$ cat config.mk
export PLATFORM = sky130hd
export DESIGN_NAME = rllm_ctrl
export DESIGN_NICKNAME = d
export VERILOG_FILES = /design/src/design/rllm_pkg.sv /design/src/design/rllm_ctrl.sv
export SDC_FILE = /design/constraint.sdc
export NUM_CORES = 1
export LEC_CHECK = 0
export ABC_AREA = 1
export BUFFER_PORTS_ARGS = -buffer_cell sky130_fd_sc_hd__clkbuf_2
export CAP_MARGIN = 20
export CORE_ASPECT_RATIO = 2
export CORE_MARGIN = 1.5
export CORE_UTILIZATION = 56
export DETAILED_ROUTE_END_ITERATION = 12
export PLACE_DENSITY = 0.85
export SYNTH_ARGS = -nofsm -noshare
export SYNTH_HDL_FRONTEND = slang
export SYNTH_SLANG_ARGS = --single-unit
$ cat constraint.sdc
create_clock -name clock -period 4.87 [get_ports clock]
set_input_delay 0.2435 -clock clock [delete_from_list [all_inputs] [get_ports clock]]
set_output_delay 0.2435 -clock clock [all_outputs]
set_load 0.05 [all_outputs]
$ cat src/design/rllm_pkg.sv
// ----------------------------------------------------------------------------
// rllm_pkg: shared types and constants for the run-length line map
// Field widths, status codes, op codes and the run table entry layout.
// ----------------------------------------------------------------------------
`default_nettype none

package rllm_pkg;

   localparam int MAX_RUNS_DEF = 1024;

   localparam int LINE_W   = 16;
   localparam int OFFSET_W = 16;
   localparam int STATUS_W = 2;
   localparam int BYTES_W  = OFFSET_W + 1;   // byte count reaches the full offset space

   // op codes
   localparam logic OP_APPEND = 1'b0;
   localparam logic OP_LOOKUP = 1'b1;

   // status codes
   localparam logic [STATUS_W-1:0] STAT_OK    = 2'd0;
   localparam logic [STATUS_W-1:0] STAT_FULL  = 2'd1;
   localparam logic [STATUS_W-1:0] STAT_EMPTY = 2'd2;

   // one run: first byte offset and its source line
   typedef struct packed {
      logic [OFFSET_W-1:0] start;
      logic [LINE_W-1:0]   line;
   } run_entry_type;

   // run table port controls
   typedef struct packed {
      logic wr_en;
      logic rd_en;
   } mem_ctl_type;

endpackage

`default_nettype wire

$ cat src/design/rllm_ctrl.sv
// ----------------------------------------------------------------------------
// rllm_ctrl: append and binary search sequencer
// Holds run/byte counts, appends runs, walks the run table one probe a cycle.
// ----------------------------------------------------------------------------
`default_nettype none

module rllm_ctrl #(
   parameter int MAX_RUNS = rllm_pkg::MAX_RUNS_DEF,
   parameter int AW       = $clog2(MAX_RUNS),
   parameter int CW       = $clog2(MAX_RUNS + 1)
) (
   input  wire logic                             clock,
   input  wire logic                             reset,
   input  wire logic                             start,
   output logic                                  busy,
   input  wire logic                             req_op,
   input  wire logic [rllm_pkg::LINE_W-1:0]      req_src_line,
   input  wire logic [rllm_pkg::OFFSET_W-1:0]    req_query_offset,
   output logic                                  rsp_strobe,
   output logic [rllm_pkg::LINE_W-1:0]           rsp_found_line,
   output logic [rllm_pkg::OFFSET_W-1:0]         rsp_assigned_offset,
   output logic [rllm_pkg::STATUS_W-1:0]         rsp_status,
   output rllm_pkg::mem_ctl_type                 mem_ctl,
   output logic [AW-1:0]                         mem_wr_addr,
   output rllm_pkg::run_entry_type               mem_wr_data,
   output logic [AW-1:0]                         mem_rd_addr,
   input  wire rllm_pkg::run_entry_type          mem_rd_data
);
   import rllm_pkg::*;

   typedef enum logic {S_IDLE, S_SEARCH} state_type;

   state_type             state_ff, state_in;
   logic [CW-1:0]         run_count_ff, run_count_in;
   logic [BYTES_W-1:0]    byte_count_ff, byte_count_in;
   logic [LINE_W-1:0]     last_line_ff, last_line_in;
   logic [CW-1:0]         lo_ff, lo_in;
   logic [CW-1:0]         hi_ff, hi_in;
   logic [CW-1:0]         mid_ff, mid_in;
   logic [OFFSET_W-1:0]   query_ff, query_in;
   logic [LINE_W-1:0]     best_line_ff, best_line_in;
   logic                  rsp_strobe_ff, rsp_strobe_in;
   logic [LINE_W-1:0]     rsp_line_ff, rsp_line_in;
   logic [OFFSET_W-1:0]   rsp_offset_ff, rsp_offset_in;
   logic [STATUS_W-1:0]   rsp_status_ff, rsp_status_in;

   logic                  accept;
   logic                  extend_run;
   logic                  refuse;
   logic                  hit;
   logic [CW-1:0]         lo_n, hi_n;
   logic [LINE_W-1:0]     best_n;

   assign accept = start && (state_ff == S_IDLE);

   // append decision: last run's line kept in a register, no table read needed
   assign extend_run = (run_count_ff != '0) && (last_line_ff == req_src_line);
   assign refuse     = byte_count_ff[BYTES_W-1]
                       || (!extend_run && (run_count_ff == CW'(MAX_RUNS)));

   // probe compare on the entry read last cycle
   assign hit    = (mem_rd_data.start <= query_ff);
   assign lo_n   = hit ? (mid_ff + CW'(1)) : lo_ff;
   assign hi_n   = hit ? hi_ff : mid_ff;
   assign best_n = hit ? mem_rd_data.line : best_line_ff;

   always_comb begin
      state_in      = state_ff;
      run_count_in  = run_count_ff;
      byte_count_in = byte_count_ff;
      last_line_in  = last_line_ff;
      lo_in         = lo_ff;
      hi_in         = hi_ff;
      mid_in        = mid_ff;
      query_in      = query_ff;
      best_line_in  = best_line_ff;
      rsp_strobe_in = 1'b0;
      rsp_line_in   = '0;
      rsp_offset_in = '0;
      rsp_status_in = STAT_OK;
      mem_ctl       = '0;
      mem_wr_addr   = run_count_ff[AW-1:0];
      mem_wr_data   = '{start: byte_count_ff[OFFSET_W-1:0], line: req_src_line};
      mem_rd_addr   = mid_ff[AW-1:0];

      unique case (state_ff)
         S_IDLE: begin
            if (accept) begin
               if (req_op == OP_APPEND) begin
                  rsp_strobe_in = 1'b1;
                  if (refuse) begin
                     rsp_status_in = STAT_FULL;
                  end else begin
                     rsp_offset_in = byte_count_ff[OFFSET_W-1:0];
                     byte_count_in = byte_count_ff + BYTES_W'(1);
                     if (!extend_run) begin
                        mem_ctl.wr_en = 1'b1;
                        run_count_in  = run_count_ff + CW'(1);
                        last_line_in  = req_src_line;
                     end
                  end
               end else if (run_count_ff == '0) begin
                  rsp_strobe_in = 1'b1;
                  rsp_status_in = STAT_EMPTY;
               end else begin
                  // first probe at the middle of [0, run_count)
                  lo_in          = '0;
                  hi_in          = run_count_ff;
                  mid_in         = run_count_ff >> 1;
                  query_in       = req_query_offset;
                  best_line_in   = '0;
                  mem_ctl.rd_en  = 1'b1;
                  mem_rd_addr    = mid_in[AW-1:0];
                  state_in       = S_SEARCH;
               end
            end
         end
         S_SEARCH: begin
            lo_in        = lo_n;
            hi_in        = hi_n;
            best_line_in = best_n;
            if (lo_n < hi_n) begin
               mid_in        = lo_n + ((hi_n - lo_n) >> 1);
               mem_ctl.rd_en = 1'b1;
               mem_rd_addr   = mid_in[AW-1:0];
            end else begin
               rsp_strobe_in = 1'b1;
               rsp_line_in   = best_n;
               state_in      = S_IDLE;
            end
         end
         default: begin
            state_in = S_IDLE;
         end
      endcase
   end

   always_ff @(posedge clock) begin
      if (reset) begin
         state_ff      <= S_IDLE;
         run_count_ff  <= '0;
         byte_count_ff <= '0;
         rsp_strobe_ff <= 1'b0;
      end else begin
         state_ff      <= state_in;
         run_count_ff  <= run_count_in;
         byte_count_ff <= byte_count_in;
         rsp_strobe_ff <= rsp_strobe_in;
      end
      last_line_ff  <= last_line_in;
      lo_ff         <= lo_in;
      hi_ff         <= hi_in;
      mid_ff        <= mid_in;
      query_ff      <= query_in;
      best_line_ff  <= best_line_in;
      rsp_line_ff   <= rsp_line_in;
      rsp_offset_ff <= rsp_offset_in;
      rsp_status_ff <= rsp_status_in;
   end

   assign busy                = (state_ff == S_SEARCH);
   assign rsp_strobe          = rsp_strobe_ff;
   assign rsp_found_line      = rsp_line_ff;
   assign rsp_assigned_offset = rsp_offset_ff;
   assign rsp_status          = rsp_status_ff;

endmodule

`default_nettype wire

==> run_results.csv <==
group,metric,value,unit
routing,drt_pass1_iterations,6,
sta,finalWorstPathRequiredPeriod,4.94,ns
final_layout,fraction_of_the_core_area_covered_by_cells_at_the_end_of_the_flow,0.727,
floorplanning,placement_rows,61,
floorplanning,floorplan.die_area,0.0151,mm²
routing,viasPerCell,5.42,
worst_setup_path,worst-path-max-fanout,7,
worst_setup_path,worst_endpoint_data_arrival_time,4.70,ns
flow_run,cap_violations,0,
logic_synthesis,mappedNetlistArea,0.00804,mm²
sta,setup_viol,1,
logic_synthesis,post_synthesis_sequential_area_ratio,0.462,
logic_synthesis,yosysWarnings,0,
grt,grt_max_degree,44,
status,violations,"setup timing",
sta,timing.setup.tns,-0.0745,ns
power_and_ir_drop,power_density_over_the_cells,395,mW/mm²
worst_setup_path,critical-path-top-cell-by-count,"sky130_fd_sc_hd__nand2_2",
final_layout,layout.filler_cells,1007,
routing,vias,7087,
clock_network,clock_sink_count,145,
logic_synthesis,edff_count_synth,81,
logic_synthesis,syn_nets,1059,
logic_synthesis,synth_ff_type,"sky130_fd_sc_hd__edfxtp_1",
placement,gp_congestion,0.964,
sta,timing.fmax,0.202,GHz
routing,routed_wire_length_per_instance,16.4,µm
final_layout,final_layout_size_suffix_gt1_frac,0.277,
worst_setup_path,critical_path_required_time,4.63,ns
sta,rel_slew_slack,0.506,
sta,tightest_slew,0.741,ns
final_layout,register_area,0.00371,mm²
sta,grt_setup_unrepaired,"yes",
final_layout,final_area,0.0102,mm²
power_and_ir_drop,ir_drop,312,µV
power_and_ir_drop,fin_total_pwr,4.01,mW
worst_setup_path,timing.critical_path.slowest_cell_delay,0.39,ns
final_layout,layout.nets,1215,
logic_synthesis,synth-seq-cells,145,
clock_network,clock_tree.htree_level_count,4,
logic_synthesis,syn_avg_cell_area,8.47,µm²
worst_setup_path,cp-end-kind,"primary output",
grt,vias_in_the_first_global_route,6863,
placement,preCtsSetupSlack,0.0586,ns
worst_setup_path,worst_setup_path_start_kind,"flop",
grt,grt_remaining_overflow,0,
clock_network,path_clk_slew,0.06,ns
routing,detail_route.wirelength,21500,µm
power_and_ir_drop,leakagePower,4.66,nW
placement,placed_cell_area,0.00878,mm²
placement,io_buffer_count,157,
final_layout,areaGrowthSynthToFinish,26.2,%
logic_synthesis,syn-instance-count,949,
sta,setup_ws,-0.0745,ns
grt,grt.total_usage,0.275,
final_layout,multi_input_area,0.00379,mm²
worst_setup_path,criticalPathCategory,"reg2out",
clock_network,clkLatencyLatePin,0.43,ns
sta,min_period_over_period,1.02,
grt,number_of_antenna_violations_at_the_first_check_in_global_routing,0,
min_path,hold_class,"in2reg",
routing,initialDrtViolationCount,684,
grt,global_route_wire_length_before_repair,31400,µm
logic_synthesis,synthDistinctLibCells,45,
clock_network,tritoncts,"done",
clock_network,cts_root_buf,"sky130_fd_sc_hd__clkbuf_16",
sta,drv_slew,0,
sta,final.setup_skew,0.0101,ns
logic_synthesis,synth_async_sr_flop_share,0,
status,outcome,"finished with violations",
routing,drc,0,
worst_setup_path,critical_path.slowest_cell,"sky130_fd_sc_hd__ha_2",
floorplanning,die_h,172,µm
floorplanning,floorplan.io_pins,158,
clock_network,cts_made_buffers,17,
placement,hpwl,14400,µm
floorplanning,initial_core_util,0.576,
sta,hold_violations,0,
clock_network,ctsLongestPathBuffers,2,
routing,drtAntennaViolNets,0,
floorplanning,core_area,0.0140,mm²
floorplanning,die_width,87.7,µm
state kept, by name (all words and copies together), names as in the netlist:
name and cells:
best_line_ff 16, busy 1, byte_count_ff 17, hi_ff 11, last_line_ff 16, lo_ff 11
mid_ff 11, query_ff 16, rsp_assigned_offset 16, rsp_found_line 16, rsp_status 2, rsp_strobe 1
run_count_ff 11
Yosys cell counts, types with 2 or more instances:
cell,n,area (µm²)
sky130_fd_sc_hd__nor4_1,7,43.8
sky130_fd_sc_hd__mux2i_1,17,170
sky130_fd_sc_hd__nor2_1,97,364
sky130_fd_sc_hd__nand4_1,15,93.8
sky130_fd_sc_hd__nand3_1,40,200
sky130_fd_sc_hd__or2_2,4,25.0
sky130_fd_sc_hd__a221oi_1,2,17.5
sky130_fd_sc_hd__buf_6,2,22.5
sky130_fd_sc_hd__o21ai_1,6,30.0
sky130_fd_sc_hd__nand3_2,4,40.0
sky130_fd_sc_hd__nor2_2,2,12.5
sky130_fd_sc_hd__inv_1,118,443
sky130_fd_sc_hd__o21ai_0,58,290
sky130_fd_sc_hd__nor3_1,26,130
sky130_fd_sc_hd__xnor2_1,8,70.1
sky130_fd_sc_hd__nand2_1,188,706
sky130_fd_sc_hd__xor2_1,27,236
sky130_fd_sc_hd__and2_1,2,12.5
sky130_fd_sc_hd__edfxtp_1,81,2430
sky130_fd_sc_hd__a21o_1,2,15.0
sky130_fd_sc_hd__nor3_2,2,20.0
sky130_fd_sc_hd__buf_1,3,11.3
sky130_fd_sc_hd__a21oi_1,46,230
sky130_fd_sc_hd__clkbuf_1,15,56.3
sky130_fd_sc_hd__ha_1,40,500
sky130_fd_sc_hd__fa_1,2,40.0
sky130_fd_sc_hd__buf_4,43,323
sky130_fd_sc_hd__buf_2,4,20.0
sky130_fd_sc_hd__dfxtp_1,64,1280
sky130_fd_sc_hd__nand2_4,4,45.0
sky130_fd_sc_hd__o22ai_1,3,18.8
sky130_fd_sc_hd__nand2_2,4,25.0
layout by cell type (no fill, tap or decap), types with 6 or more instances in the layout:
master and n:
sky130_fd_sc_hd__nand2_4 6, sky130_fd_sc_hd__ha_1 31, sky130_fd_sc_hd__a21oi_2 10, sky130_fd_sc_hd__nand3_2 7, sky130_fd_sc_hd__edfxtp_1 81, sky130_fd_sc_hd__o21ai_1 16
sky130_fd_sc_hd__ha_4 8, sky130_fd_sc_hd__dlygate4sd3_1 16, sky130_fd_sc_hd__o21ai_0 43, sky130_fd_sc_hd__xnor2_1 6, sky130_fd_sc_hd__dfxtp_1 64, sky130_fd_sc_hd__nand3_1 35
sky130_fd_sc_hd__nor2_2 6, sky130_fd_sc_hd__a21oi_1 36, sky130_fd_sc_hd__mux2i_1 17, sky130_fd_sc_hd__clkbuf_16 21, sky130_fd_sc_hd__buf_4 28, sky130_fd_sc_hd__nand4_1 15
sky130_fd_sc_hd__clkbuf_2 149, sky130_fd_sc_hd__xor2_1 23, sky130_fd_sc_hd__nor3_1 26, sky130_fd_sc_hd__nor4_1 6, sky130_fd_sc_hd__nand2_2 15, sky130_fd_sc_hd__inv_1 111
sky130_fd_sc_hd__nor2_1 93, sky130_fd_sc_hd__nand2_1 175, sky130_fd_sc_hd__inv_2 7
power by group:
group | total [mW] | internal (mW) | switching (mW) | leakage [nW]
clock | 1.39 | 0.869 | 0.518 | 0.312
sequential | 1.36 | 1.34 | 0.0202 | 1.28
combinational | 1.26 | 0.492 | 0.766 | 3.07
layer usage:
layer,vias to the layer above,GRT usage,part of all wire
met3,100,0.0630,0.061
met4,0,0.175,0.055
met2,324,0.521,0.54
li1,3397,-,-
met1,3266,0.252,0.34
met5,-,0,0
stage by stage:
step                      hold WS (ns)  std cells
after global placement           0.421       1242
after global routing            0.0212       1307
after floorplan                  0.342        949
after detailed placement         0.422       1242
final                           0.0165       1308
after CTS                      0.00763       1295
critical path, delay by kind of cell, from the launching register on:
| kind | cells | cell delay (ns) |
|---|---|---|
| flip-flops | 1 | 0.34 |
| AND/OR/NAND/NOR | 18 | 1.90 |
| AO/OA/AOI/OAI | 3 | 0.43 |
| buffers and inverters | 5 | 0.45 |
| XOR/XNOR | 1 | 0.15 |
| adder cells (fa/ha/maj) | 3 | 1.02 |
layout make-up:
cell class	instances	area share
well taps	189	0.0233
clock buffers	21	0.0476
clock inverters	11	0.0147
inverters	120	0.0446
multi-input cells	616	0.373
diodes	1	0.000246
repair buffers	205	0.131
flip-flops and latches	145	0.366
kinds of logic (layout without fill, tap and decap cells):
logic type      count (synthesis)  after routing  share of synthesized area
xor+xnor                       35             35                     0.0381
simple gates                  399            400                      0.220
compound gates                122            122                     0.0797
fa+ha+maj                      42             42                     0.0672
buf+inv                       189            357                      0.112
flops                         145            145                      0.462
other cells                     0              1                          0
mux                            17             17                     0.0212
path summary, 6_finish.rpt:
path                                         from           endpoint  slack [ns]  depth (start not counted)
worst max-delay path                 query_ff[10]     mem_rd_addr[9]       -0.07                         30
worst min-delay path             req_src_line[10]   last_line_ff[10]        0.02                          1
worst max register to register       query_ff[10]         mid_ff[10]        0.40                         20
worst min register to register  byte_count_ff[16]  byte_count_ff[16]        0.47                          2
what timing repair did:
action                                 in CTS  in global routing
pin swaps                                   5                 37
resized for setup                          23                 84
gates cloned                                1                  3
setup endpoints to repair                   7                 11
hold buffers                               16                  0
setup buffers                               4                  9
endpoints found under the hold margin      16                  0
Power figures use the tool's default switching activity.
